**src/design/lges_pkg.sv**
```systemverilog
// ----------------------------------------------------------------------------
// Lattice gas exchange step package
// Shared codes, types and constants of the lattice gas exchange core.
// ----------------------------------------------------------------------------
`default_nettype none

package lges_pkg;

  localparam int unsigned ROWS_DEF = 128;
  localparam int unsigned COLS_DEF = 128;

  // Columns counted per cycle by the shared population count unit while it is enabled.
  localparam int unsigned CHUNK = 8;

  localparam int unsigned CNT_W = 15;
  localparam logic [CNT_W-1:0] COUNT_MAX = '1;

  typedef enum logic [1:0] {
    ACT_MOVE    = 2'd0,
    ACT_SNAP    = 2'd1,
    ACT_MEASURE = 2'd2,
    ACT_LOAD    = 2'd3
  } action_e;

  typedef enum logic [1:0] {
    DIR_RIGHT = 2'd0,
    DIR_STAY  = 2'd1,
    DIR_UP    = 2'd2,
    DIR_DOWN  = 2'd3
  } dir_e;

  typedef enum logic [3:0] {
    ST_INIT,
    ST_IDLE,
    ST_MV_RD,
    ST_MV_CHK,
    ST_MV_NB,
    ST_MV_WR0,
    ST_MV_WR1,
    ST_CP_RD,
    ST_CP_WR,
    ST_MS_RD,
    ST_MS_LD,
    ST_MS_CNT,
    ST_LOAD,
    ST_DONE
  } state_e;

  typedef struct packed {
    logic clear;
    logic en;
  } cnt_ctrl_t;

endpackage

`default_nettype wire

```
**src/design/lges_pop_unit.sv**
```systemverilog
// ----------------------------------------------------------------------------
// Lattice gas population count unit
// Counts occupied and overlapping sites of one column chunk per cycle while
// enabled and accumulates both totals with saturation.
// ----------------------------------------------------------------------------
`default_nettype none

module lges_pop_unit (
  input  wire logic                         clk_i,
  input  wire logic                         rst_ni,
  input  wire lges_pkg::cnt_ctrl_t          ctrl_i,
  input  wire logic [lges_pkg::CHUNK-1:0]   lat_chunk_i,
  input  wire logic [lges_pkg::CHUNK-1:0]   snp_chunk_i,
  output logic      [lges_pkg::CNT_W-1:0]   overlap_o,
  output logic      [lges_pkg::CNT_W-1:0]   total_o
);

  localparam int unsigned PCW = $clog2(lges_pkg::CHUNK + 1);
  localparam int unsigned CW  = lges_pkg::CNT_W;

  logic [CW-1:0] overlap_q, overlap_d;
  logic [CW-1:0] total_q, total_d;

  function automatic logic [PCW-1:0] popcount(input logic [lges_pkg::CHUNK-1:0] v);
    logic [PCW-1:0] n;
    n = '0;
    for (int i = 0; i < lges_pkg::CHUNK; i++) begin
      n = n + PCW'(v[i]);
    end
    return n;
  endfunction

  function automatic logic [CW-1:0] sat_add(input logic [CW-1:0] acc,
                                            input logic [PCW-1:0] inc);
    logic [CW:0] sum;
    sum = {1'b0, acc} + (CW+1)'(inc);
    if (sum > {1'b0, lges_pkg::COUNT_MAX}) begin
      return lges_pkg::COUNT_MAX;
    end
    return sum[CW-1:0];
  endfunction

  always_comb begin
    overlap_d = overlap_q;
    total_d   = total_q;
    if (ctrl_i.clear) begin
      overlap_d = '0;
      total_d   = '0;
    end else if (ctrl_i.en) begin
      overlap_d = sat_add(overlap_q, popcount(lat_chunk_i & snp_chunk_i));
      total_d   = sat_add(total_q, popcount(lat_chunk_i));
    end
  end

  always_ff @(posedge clk_i or negedge rst_ni) begin
    if (!rst_ni) begin
      overlap_q <= '0;
      total_q   <= '0;
    end else begin
      overlap_q <= overlap_d;
      total_q   <= total_d;
    end
  end

  assign overlap_o = overlap_q;
  assign total_o   = total_q;

endmodule

`default_nettype wire

```
**config.mk**
```make
export PLATFORM = sky130hd
export DESIGN_NAME = lges_pop_unit
export DESIGN_NICKNAME = d
export VERILOG_FILES = /design/src/design/lges_pkg.sv /design/src/design/lges_pop_unit.sv
export SDC_FILE = /design/constraint.sdc
export NUM_CORES = 1
export LEC_CHECK = 0
export ABC_CLOCK_PERIOD_IN_PS = 3980
export BUFFER_PORTS_ARGS = -buffer_cell sky130_fd_sc_hd__buf_2
export CAP_MARGIN = 20
export CORE_ASPECT_RATIO = 0.9
export CORE_MARGIN = 5
export CORE_UTILIZATION = 40
export DETAILED_ROUTE_END_ITERATION = 10
export HOLD_SLACK_MARGIN = 0.12
export PLACE_DENSITY = 0.66
export RECOVER_POWER = 50
export SYNTH_ARGS = -nofsm -noshare
export SYNTH_HDL_FRONTEND = slang
export SYNTH_SLANG_ARGS = --single-unit
export TNS_END_PERCENT = 50
```
**constraint.sdc**
```tcl
create_clock -name clk_i -period 3.98 [get_ports clk_i]
set_input_delay 0.796 -clock clk_i [delete_from_list [all_inputs] [get_ports clk_i]]
set_output_delay 0.796 -clock clk_i [all_outputs]
set_load 0.05 [all_outputs]
```
== Word-level counts from Yosys, hierarchy flattened ==
Cells that the tools add are included.
Storage, ports and cells
  flip-flop bits (word level): 30
  bits of input ports: 20
  word-level logic and storage cells: 36
Operators by class
  add/subtract/negate cells: 16
  magnitude comparators: 2
  muxes and demuxes: 14
  bitwise gates (word level): 1
  reductions and logical operators: 1
Operators by type and width (count)
  $mux W15: 8
  $add A15 B4 Y16: 2
  $add A4 B1 Y4: 8
  $gt A16 B15 Y1 const B: 2
  $add A3 B1 Y4: 2
  $and A8 B8 Y8: 1
  $add A2 B1 Y3: 2
  $mux W1: 6
  $add A1 B1 Y2: 2
  $reduce_bool A2 Y1: 1

== Depth between registers and ports, before layout ==
Gate-level depths: netlist of the first run.
  depth in word-level cells: 16
  depth in mapped cells: 14
  mapped depth without buffers: 14

== Worst setup path before layout of the first run ==
OpenSTA, ideal clock, no wires.
  path type: input to register
  start point: in lat_chunk_i[0] (netlist bit)
  end point: reg overlap_q[14] (netlist: overlap_o[14])
  setup time: 134 ps
  arrival: 4224 ps
  setup slack: -378 ps
  cell stages on the path: 14
  path through: and2_1 > fa_1 > inv_1 > fa_1 > inv_1 > fa_1 > fa_1 > inv_1 > fa_1 > nand2b_1 > a211oi_2 > and3_1 > and3_1 > nor3_2
On the way
  cells in the longest elaborated chain, start to end: 16
RTL lines
  from (decl): line lges_pop_unit.sv:12  | input wire logic [lges_pkg::CHUNK-1:0] lat_chunk_i,
  $and A8 B8 Y8 *: line lges_pop_unit.sv:50  | overlap_d = sat_add(overlap_q, popcount(lat_chunk_i & snp_chunk_i));
  $add A1 B1 Y2 *: line lges_pop_unit.sv:28  | n = n + PCW'(v[i]);
  $add A2 B1 Y3 *: line lges_pop_unit.sv:28
  $add A3 B1 Y4 *: line lges_pop_unit.sv:28
  $add A4 B1 Y4 * (4 in a row): line lges_pop_unit.sv:28
  $add A15 B4 Y16 *: line lges_pop_unit.sv:36  | sum = {1'b0, acc} + (CW+1)'(inc);
  $gt A16 B15 Y1: line lges_pop_unit.sv:37  | if (sum > {1'b0, lges_pkg::COUNT_MAX}) begin
  $mux W1: line lges_pop_unit.sv:37
  $mux W1: line lges_pop_unit.sv:49  | end else if (ctrl_i.en) begin
  $mux W1: line lges_pop_unit.sv:46  | if (ctrl_i.clear) begin
  $mux W15 *: line lges_pop_unit.sv:40  | return sum[CW-1:0];
  $mux W15 *: line lges_pop_unit.sv:49
  $mux W15 *: line lges_pop_unit.sv:46
  to (signal assigned): line lges_pop_unit.sv:60  | overlap_q <= overlap_d;
  to (decl): line lges_pop_unit.sv:21  | logic [CW-1:0] overlap_q, overlap_d;
Mark *: on every way between the ends. The rest lies on a longest branch, timed or not. The select of a mux whose other input is x is not followed.
A chain may end at the register's enable or synchronous reset.

== Worst setup path in the final report of the first run ==
  start point: in lat_chunk_i[2] (netlist bit)
  end point: reg overlap_q[10] (netlist: overlap_o[10])
On the way
  cells in the longest elaborated chain, start to end: 15
RTL lines (line)
  $and A8 B8 Y8 *: lges_pop_unit.sv:50
  $add A2 B1 Y3 *: lges_pop_unit.sv:28
  $add A3 B1 Y4 *: lges_pop_unit.sv:28
  $add A4 B1 Y4 * (4 in a row): lges_pop_unit.sv:28
  $add A15 B4 Y16 *: lges_pop_unit.sv:36
  $gt A16 B15 Y1: lges_pop_unit.sv:37
  $mux W1: lges_pop_unit.sv:37
  $mux W1: lges_pop_unit.sv:49
  $mux W1: lges_pop_unit.sv:46
  $mux W15 *: lges_pop_unit.sv:40
  $mux W15 *: lges_pop_unit.sv:49
  $mux W15 *: lges_pop_unit.sv:46
Marked as above.

==> results.json, run 1 <==
{
  "status": "finished with violations",
  "violations": "max-capacitance violations, max-slew violations, negative setup slack",
  "synth_cells": 217,
  "crit_fanout": 5,
  "vias": 1882,
  "crit_type": "input pin to flip-flop",
  "crit_top_cell": "fa_1",
  "path_cells": "buf_6 -> and2_4 -> fa_1 -> inv_1 -> fa_1 -> inv_2 -> fa_1 -> fa_2 -> inv_2 -> fa_2 -> nand2b_4 -> a211oi_4 -> buf_4 -> and2_4 -> a311oi_2",
  "ios": 50,
  "reg2reg_slack_ns": 0.25,
  "grt_max_degree": 31,
  "num_antenna_cells": 0,
  "dieArea_mm2": 0.00693,
  "core_area_mm2": 0.00522,
  "tightest_slew_ns": 1.66,
  "whs_path_depth": 1,
  "post_drt_via_cell_ratio": 5.30,
  "min_period_ns": 4.03,
  "skew_ns": 0.00661,
  "holdCritPathClass": "flip-flop to flip-flop",
  "ys_async_sr_fraction_pct": 100,
  "die_x_um": 87.2,
  "antenna_found_initial": 0,
  "synthFlopType": "dfrtp_1",
  "cts_tree": "yes",
  "place.port_buffers": 49,
  "track_usage_pct": 16.5,
  "synthesis.nets": 259,
  "start_kind": "input pin",
  "ctsLongestPathBuffers": 2,
  "hold_viol": 0,
  "fin_cells": 355,
  "gp_congestion": 0.783,
  "antenna_left": 0,
  "cts.htree.levels": 2,
  "slew_headroom_pct": -10.7,
  "rr_endpoint": "overlap_o[10]$_DFFE_PN0P_",
  "r2r-start": "overlap_o[0]$_DFFE_PN0P_",
  "grt_first_pass_wirelength_um": 9210,
  "synth-seq-area-share_pct": 35.0,
  "fmax_ghz": 0.248,
  "slowest_delay_ns": 0.55,
  "crit_arrival_ns": 4.17,
  "drc": 0,
  "path_buf_inv": 5,
  "drive_gt1_share_pct": 34.7,
  "critPathSlowestCell": "fa_1",
  "ys_ff_latch": 30,
  "synth_edf_count": 0,
  "initial_core_util_pct": 41.1,
  "holdPathEnd": "total_o[6]$_DFFE_PN0P_",
  "min-delay-start": "total_o[6]$_DFFE_PN0P_",
  "layout_commonest_cell": "buf_2",
  "crit_path_end_kind": "flip-flop",
  "post_drt_wl_per_cell_um": 15.0,
  "drtIter0Drc": 75,
  "required_ns": 4.12,
  "drt_wl_total_um": 5330,
  "path_clk_slew_ns": 0.07,
  "setup-violations-final": 8,
  "row_count": 25,
  "finalCritPeriodShare_pct": 101,
  "yosys_warnings": 0,
  "powerDensity_mw_per_mm2": 365,
  "grt_pass1_vias": 1976,
  "cts-root-buf": "clkbuf_8",
  "final_cell_area_mm2": 0.00276,
  "fin_tns_setup_ns": -0.184,
  "nNetsFinal": 329,
  "dp_cells": 340,
  "hold_buffers": 0,
  "crit_family": "adder cells",
  "grt-ovfl-total": 0,
  "place_hpwl_um": 3810,
  "place_ws_ns": -0.391,
  "syn-cell-area_mm2": 0.00215,
  "rsz0062_at_grt": "true",
  "synthToLayoutAreaGrowth_pct": 28.7,
  "r2r_cells": 13,
  "final_max_slew_viol_count": 31,
  "maxCapViolations": 1,
  "final_cell_mix": "buf_2, dfrtp_1, buf_4, nor2_1, inv_1",
  "synth_cell_type_count": 47,
  "cts_inserted_buffers": 5,
  "peakVddDrop_mv": 0.209,
  "placed_cell_area_mm2": 0.00257,
  "cp-startpoint": "lat_chunk_i[2]",
  "cts.sinks": 30,
  "dr.pass1.iters": 4,
  "die_h_um": 79.5,
  "postSynthAreaPerCell_um2": 9.89,
  "clkLatencyLatePin_ns": 0.29,
  "fin_ws_ns": -0.0481,
  "p_leak_uw": 0.00135
}
## sequential cells by signal (all words and copies together), names as in the netlist
signal	count
total_o	15
overlap_o	15
## kinds of logic (layout without fill, tap and decap cells)
family | count (synthesis) | count (layout) | share of synthesized area, %
flip-flops | 30 | 30 | 35.0
XOR/XNOR | 3 | 3 | 1.22
adder cells (fa/ha/maj) | 22 | 22 | 16.3
AND/OR/NAND/NOR | 79 | 79 | 20.5
buffers and inverters | 27 | 98 | 5.07
AO/OA/AOI/OAI | 56 | 56 | 21.9
## what timing repair did
action / 4_1_cts / 5_1_grt
pin swaps: 1 / 7
hold endpoints to repair: 0 / 0
setup endpoints to repair: 6 / 17
gates resized for setup: 1 / 14
buffers inserted: 0 / 7
## through the flow
stage	power (µW)	hold slack, ns	utilization, %
floorplan	623	0.500	-
global placement	716	0.551	49.2
detailed placement	727	0.540	49.2
CTS	989	0.573	51.1
global route	1070	0.594	52.9
finish	1010	0.573	52.9
## synth_stat cells, types with 2 or more instances
cell type / number / area share [%]
a211oi_1: 3 / 1.0
a21o_1: 3 / 1.0
a21oi_1: 12 / 2.8
a311oi_1: 4 / 1.6
a311oi_2: 7 / 4.9
a31oi_1: 5 / 1.5
a41oi_1: 2 / 0.82
and2_1: 7 / 2.0
and3_1: 9 / 2.6
and4_1: 2 / 0.82
clkbuf_1: 6 / 1.0
dfrtp_1: 30 / 35
fa_1: 10 / 9.3
ha_1: 12 / 7.0
inv_1: 19 / 3.3
nand2_1: 4 / 0.70
nand2b_1: 2 / 0.58
nand3_1: 3 / 0.70
nand4_1: 2 / 0.58
nor2_1: 20 / 3.5
nor2b_1: 3 / 0.87
nor3_1: 16 / 3.7
nor3b_1: 2 / 0.70
o21a_1: 7 / 2.4
o21ai_1: 2 / 0.47
o21bai_1: 2 / 0.70
xor2_1: 3 / 1.2
## final cells by class
| type | instances | area (µm²) |
|---|---|---|
| fill | 476 | 2460 |
| multi-input combinational | 160 | 1350 |
| sequential | 30 | 751 |
| timing repair buffer | 71 | 413 |
| clock buffer | 7 | 86.3 |
| tap | 67 | 83.8 |
| inverter | 19 | 71.3 |
| clock inverter | 1 | 5.00 |
## how the worst max path moves through the flow
stage	slack, ns	end	depth (start not counted)
floorplan	-0.12	overlap_o[14]$_DFFE_PN0P_	14
global placement	-0.34	overlap_o[14]$_DFFE_PN0P_	15
detailed placement	-0.39	overlap_o[14]$_DFFE_PN0P_	15
CTS	-0.07	overlap_o[14]$_DFFE_PN0P_	15
global route	-0.17	overlap_o[12]$_DFFE_PN0P_	16
finish	-0.05	overlap_o[10]$_DFFE_PN0P_	15
## report_power, final
group          internal, µW  leakage (µW)  switching [µW]
clock                   139     0.0000482             119
sequential              322      0.000412            17.3
combinational           172      0.000891             238
## layer usage
layer | up-vias | share of wire [%] | track usage, %
met4 | 0 | 0.98 | 4.60
met2 | 30 | 48 | 27.8
li1 | 941 | - | -
met1 | 906 | 47 | 21.5
met5 | - | 0 | 0
met3 | 5 | 4.1 | 3.30
Power figures use the tool's default switching activity.
==> run 2, diff against run 1 <==
--- a/config.mk
+++ b/config.mk
@@ -11,6 +11,7 @@
 export CORE_ASPECT_RATIO = 0.9
 export CORE_MARGIN = 5
 export CORE_UTILIZATION = 40
+export CTS_BUF_LIST = sky130_fd_sc_hd__clkbuf_8
 export DETAILED_ROUTE_END_ITERATION = 10
 export HOLD_SLACK_MARGIN = 0.12
 export PLACE_DENSITY = 0.66
==> results.json, run 2 (same netlist as run 1, synthesis figures left out) <==
{
  "status": "finished with violations",
  "violations": "max-capacitance violations, max-slew violations, negative setup slack",
  "crit_path_end_kind": "flip-flop",
  "final_cell_area_mm2": 0.00276,
  "initial_core_util_pct": 41.1,
  "synthToLayoutAreaGrowth_pct": 28.7,
  "multiInputGateArea_mm2": 0.00135,
  "antenna_left": 0,
  "grt_first_pass_wirelength_um": 9210,
  "final_cell_mix": "buf_2, dfrtp_1, buf_4, inv_1, nor2_1",
  "drive_gt1_share_pct": 34.7,
  "cts_tree": "yes",
  "row_count": 25,
  "grt_pass1_vias": 1976,
  "cts-root-buf": "clkbuf_8",
  "core_area_mm2": 0.00522,
  "ctsLongestPathBuffers": 2,
  "crit_fanout": 5,
  "num_antenna_cells": 0,
  "layout_commonest_cell": "buf_2",
  "fillCellCount": 476,
  "final-seq-area_um2": 751,
  "peakVddDrop_mv": 0.208,
  "die_h_um": 79.5,
  "place_hpwl_um": 3810,
  "hold_buffers": 0,
  "drt_wl_total_um": 5330,
  "track_usage_pct": 16.5,
  "powerDensity_mw_per_mm2": 364,
  "comb_power_share_pct": 40.8,
  "power_frac_clock_pct": 25.5,
  "vias": 1880,
  "holdCritPathClass": "flip-flop to flip-flop",
  "crit_type": "input pin to flip-flop",
  "switching_share_pct": 37.3,
  "post_drt_via_cell_ratio": 5.30,
  "grt_max_degree": 31,
  "critPathSlowestCell": "fa_1",
  "nNetsFinal": 329,
  "fmax_ghz": 0.248,
  "p_total_uw": 1000,
  "path_buf_inv": 4,
  "dp_cells": 340,
  "final_max_slew_viol_count": 31,
  "path_cells": "buf_6 -> and2_4 -> fa_1 -> inv_1 -> fa_1 -> inv_2 -> fa_1 -> fa_2 -> inv_2 -> fa_2 -> nand2b_4 -> a211oi_4 -> and3_1 -> and3_1 -> nor3_2",
  "dr.pass1.iters": 4,
  "p_sw_uw": 375,
  "drc": 0,
  "start_kind": "input pin",
  "maxCapViolations": 1,
  "setup-violations-final": 8,
  "min_period_ns": 4.03,
  "path_clk_slew_ns": 0.06,
  "fin_cells": 355,
  "internal_power_uw": 630,
  "rsz0062_at_grt": "true",
  "crit_family": "adder cells",
  "required_ns": 4.12,
  "tightest_slew_ns": 1.66,
  "whs_ns": 0.573,
  "ios": 50,
  "die_x_um": 87.2,
  "skew_ns": 0.00705,
  "slowest_delay_ns": 0.55,
  "place.port_buffers": 49,
  "fin_ws_ns": -0.0477,
  "crit_arrival_ns": 4.17,
  "gp_congestion": 0.783,
  "cts.htree.levels": 2,
  "crit_top_cell": "fa_1",
  "post_drt_wl_per_cell_um": 15.0,
  "slew_headroom_pct": -11.0,
  "p_leak_uw": 0.00135,
  "drtIter0Drc": 75,
  "grt-ovfl-total": 0,
  "cts.sinks": 30,
  "cts_inserted_buffers": 5,
  "seq_power_share_pct": 33.7,
  "placed_cell_area_mm2": 0.00257,
  "dieArea_mm2": 0.00693,
  "clkLatencyLatePin_ns": 0.29,
  "finalCritPeriodShare_pct": 101,
  "antenna_found_initial": 0,
  "hold_viol": 0
}
## run 2: path summary, 6_finish.rpt
kind	start	end	slack [ns]	depth (start not counted)
setup / recovery	lat_chunk_i[2]	overlap_o[14]$_DFFE_PN0P_	-0.05	15
hold / removal	total_o[6]$_DFFE_PN0P_	total_o[6]$_DFFE_PN0P_	0.57	1
setup reg to reg	overlap_o[0]$_DFFE_PN0P_	overlap_o[14]$_DFFE_PN0P_	0.25	13
hold reg to reg	total_o[6]$_DFFE_PN0P_	total_o[6]$_DFFE_PN0P_	0.57	1
max in group asynchronous	rst_ni	overlap_o[13]$_DFFE_PN0P_	2.08	1
min in group asynchronous	rst_ni	overlap_o[1]$_DFFE_PN0P_	0.94	1
## run 2: what timing repair did
action | 4_1_cts | 5_1_grt
gates cloned | 0 | 0
gates resized for setup | 1 | 14
endpoints found under the setup margin | 6 | 17
buffers inserted | 0 | 7
pin swaps | 1 | 7
## run 2: cell type report
class | count | share of cell area (%)
multi-input cells | 160 | 48.9
flip-flops and latches | 30 | 27.2
repair buffers | 71 | 15.0
well taps | 67 | 3.04
clock buffers | 6 | 2.99
inverters | 19 | 2.58
clock inverters | 2 | 0.317
## run 2: stage by stage
stage               util, %  TNS [ns]  worst slack [ns]
CTS                    51.1   -0.0721           -0.0721
floorplan                 -    -0.180            -0.115
global placement       49.2     -3.71            -0.343
finish                 52.9    -0.183           -0.0477
global route           52.9     -1.53            -0.166
detailed placement     49.2     -4.85            -0.391
## run 2: power by group through the flow
stage	Sequential, µW	Clock [µW]	Combinational [µW]
after floorplan	400	0	223
after global placement	344	0	372
after detailed placement	344	0	382
after CTS	339	260	388
after global routing	341	273	456
final	339	256	410
## run 2: layer usage
metal / routed length (µm) / track usage (%)
met1: 2480 / 21.5
met2: 2580 / 27.8
met4: 52 / 4.60
met5: 0 / 0
met3: 216 / 3.30
==> run 3, diff against run 2 <==
--- a/config.mk
+++ b/config.mk
@@ -6,7 +6,7 @@
 export NUM_CORES = 1
 export LEC_CHECK = 0
 export ABC_CLOCK_PERIOD_IN_PS = 3980
-export BUFFER_PORTS_ARGS = -buffer_cell sky130_fd_sc_hd__buf_2
+export BUFFER_PORTS_ARGS = -buffer_cell sky130_fd_sc_hd__clkbuf_2
 export CAP_MARGIN = 20
 export CORE_ASPECT_RATIO = 0.9
 export CORE_MARGIN = 5
==> results.json, run 3 (same netlist as run 1, synthesis figures left out) <==
{
  "rsz0062_at_grt": "true",
  "comb_power_share_pct": 39.3,
  "grt_first_pass_wirelength_um": 8690,
  "cts_tree": "yes",
  "dr.pass1.iters": 4,
  "rr_endpoint": "overlap_o[8]$_DFFE_PN0P_",
  "setup-violations-final": 0,
  "gp_congestion": 0.779,
  "slew_headroom_pct": -10.3,
  "track_usage_pct": 15.5,
  "core_area_mm2": 0.00522,
  "fmax_ghz": 0.256,
  "final_cell_area_mm2": 0.00271,
  "cts-root-buf": "clkbuf_8",
  "drc": 0,
  "drive_gt1_share_pct": 31.1,
  "utilization_pct": 51.9,
  "antenna_found_initial": 0,
  "die_x_um": 87.2,
  "skew_ns": 0.00738,
  "cts.sinks": 30,
  "antenna_left": 0,
  "post_drt_wl_per_cell_um": 14.7,
  "hold_viol": 0,
  "crit_fanout": 6,
  "p_leak_uw": 0.00129,
  "die_h_um": 79.5,
  "final_max_slew_viol_count": 31,
  "reg2reg_slack_ns": 0.36,
  "start_kind": "input pin",
  "clkLatencyLatePin_ns": 0.28,
  "ios": 50,
  "maxCapViolations": 1,
  "placed_cell_area_mm2": 0.00257,
  "dieArea_mm2": 0.00693,
  "hold_buffers": 0,
  "row_count": 25,
  "powerDensity_mw_per_mm2": 363,
  "tightest_slew_ns": 1.65,
  "violations": "max-capacitance violations, max-slew violations",
  "internal_power_uw": 617,
  "holdCritPathClass": "flip-flop to flip-flop",
  "power_frac_clock_pct": 26.2,
  "crit_path_end": "overlap_o[8]$_DFFE_PN0P_",
  "ctsLongestPathBuffers": 2,
  "cts_inserted_buffers": 5,
  "grt-ovfl-total": 0,
  "drtIter0Drc": 64,
  "required_ns": 4.16,
  "synthToLayoutAreaGrowth_pct": 26.4,
  "seq_power_share_pct": 34.4,
  "fin_tns_setup_ns": 0,
  "crit_arrival_ns": 4.09,
  "grt_max_degree": 31,
  "status": "finished with violations",
  "crit_path_end_kind": "flip-flop",
  "p_sw_uw": 366,
  "min_period_ns": 3.91,
  "initial_core_util_pct": 41.1,
  "fin_cells": 350,
  "post_drt_via_cell_ratio": 5.45,
  "r2r-start": "overlap_o[0]$_DFFE_PN0P_",
  "layout_commonest_cell": "clkbuf_2",
  "drt_wl_total_um": 5130,
  "vias": 1909,
  "switching_share_pct": 37.2,
  "finalCritPeriodShare_pct": 98.1,
  "peakVddDrop_mv": 0.152,
  "final_cell_mix": "clkbuf_2, dfrtp_1, inv_1, nor2_1, buf_4",
  "cp-startpoint": "snp_chunk_i[2]",
  "nNetsFinal": 324,
  "place.port_buffers": 49,
  "r2r_cells": 13,
  "num_antenna_cells": 0,
  "grt_pass1_vias": 1882,
  "dp_cells": 340,
  "path_clk_slew_ns": 0.07,
  "cts.htree.levels": 2,
  "crit_type": "input pin to flip-flop",
  "place_hpwl_um": 3800
}
-- run 3: cell types whose count changed in the layout (fill, tap and decap cells not counted) --
cell and change:
buf_2 -39, inv_1 +1, buf_6 +1, o31ai_2 +1
clkbuf_1 +6, inv_2 -1, o31ai_4 -1, buf_4 -6
clkbuf_2 +33
-- run 3: layer usage --
layer | share of wire [%] | track usage [%] | vias up
met3 | 4.1 | 3.41 | 5
li1 | - | - | 926
met1 | 46 | 21.3 | 942
met2 | 49 | 25.0 | 36
met5 | 0 | 0 | -
met4 | 0.70 | 3.07 | 0
-- run 3: what timing repair did --
| action | 4_1_cts | 5_1_grt |
|---|---|---|
| buffers inserted | 1 | 1 |
| pin swaps | 1 | 4 |
| resized for setup | 1 | 14 |
| hold endpoints to repair | 0 | 0 |
| endpoints found under the setup margin | 6 | 14 |
-- run 3: power groups by stage --
stage                     sequential, µW  clock, µW  combinational (µW)
after floorplan                      400          0                 223
after global placement               345          0                 369
after detailed placement             345          0                 381
after CTS                            339        263                 385
after global routing                 341        275                 432
final                                339        258                 387
-- run 3: per-stage QoR --
| step | worst slack [ns] | hold WS, ns | total power [µW] |
|---|---|---|---|
| after floorplan | -0.115 | 0.500 | 623 |
| after detailed placement | -0.391 | 0.575 | 726 |
| after global routing | -0.0445 | 0.614 | 1050 |
| after global placement | -0.331 | 0.554 | 714 |
| after CTS | 0.0200 | 0.584 | 986 |
| final | 0.0745 | 0.583 | 983 |
-- run 3: worst min path at each step --
stage | startpoint | depth (start not counted) | slack (ns) | endpoint
after floorplan | rst_ni | 0 | 0.50 | overlap_o[0]$_DFFE_PN0P_
after global placement | total_o[6]$_DFFE_PN0P_ | 1 | 0.55 | total_o[6]$_DFFE_PN0P_
after detailed placement | total_o[3]$_DFFE_PN0P_ | 2 | 0.58 | total_o[3]$_DFFE_PN0P_
after CTS | total_o[3]$_DFFE_PN0P_ | 2 | 0.58 | total_o[3]$_DFFE_PN0P_
after global routing | total_o[3]$_DFFE_PN0P_ | 2 | 0.61 | total_o[3]$_DFFE_PN0P_
final | total_o[3]$_DFFE_PN0P_ | 2 | 0.58 | total_o[3]$_DFFE_PN0P_
-- run 3: layout make-up --
class / count / area [µm²]
Sequential cell: 30 / 751
Inverter: 19 / 71.3
Multi-Input combinational cell: 160 / 1340
Tap cell: 67 / 83.8
Timing Repair Buffer: 66 / 372
Clock inverter: 2 / 8.76
Fill cell: 485 / 2510
Clock buffer: 6 / 82.6
-- run 3: worst max-delay path: stages --
cell and delay (ns):
buf_6 0.09, and2_4 0.14, fa_1 0.50, inv_1 0.05, fa_1 0.47, inv_1 0.05, fa_1 0.52, fa_2 0.22
inv_2 0.04, fa_2 0.35, nand2b_4 0.16, a211oi_4 0.24, buf_6 0.16, a21oi_1 0.07, a311oi_2 0.23
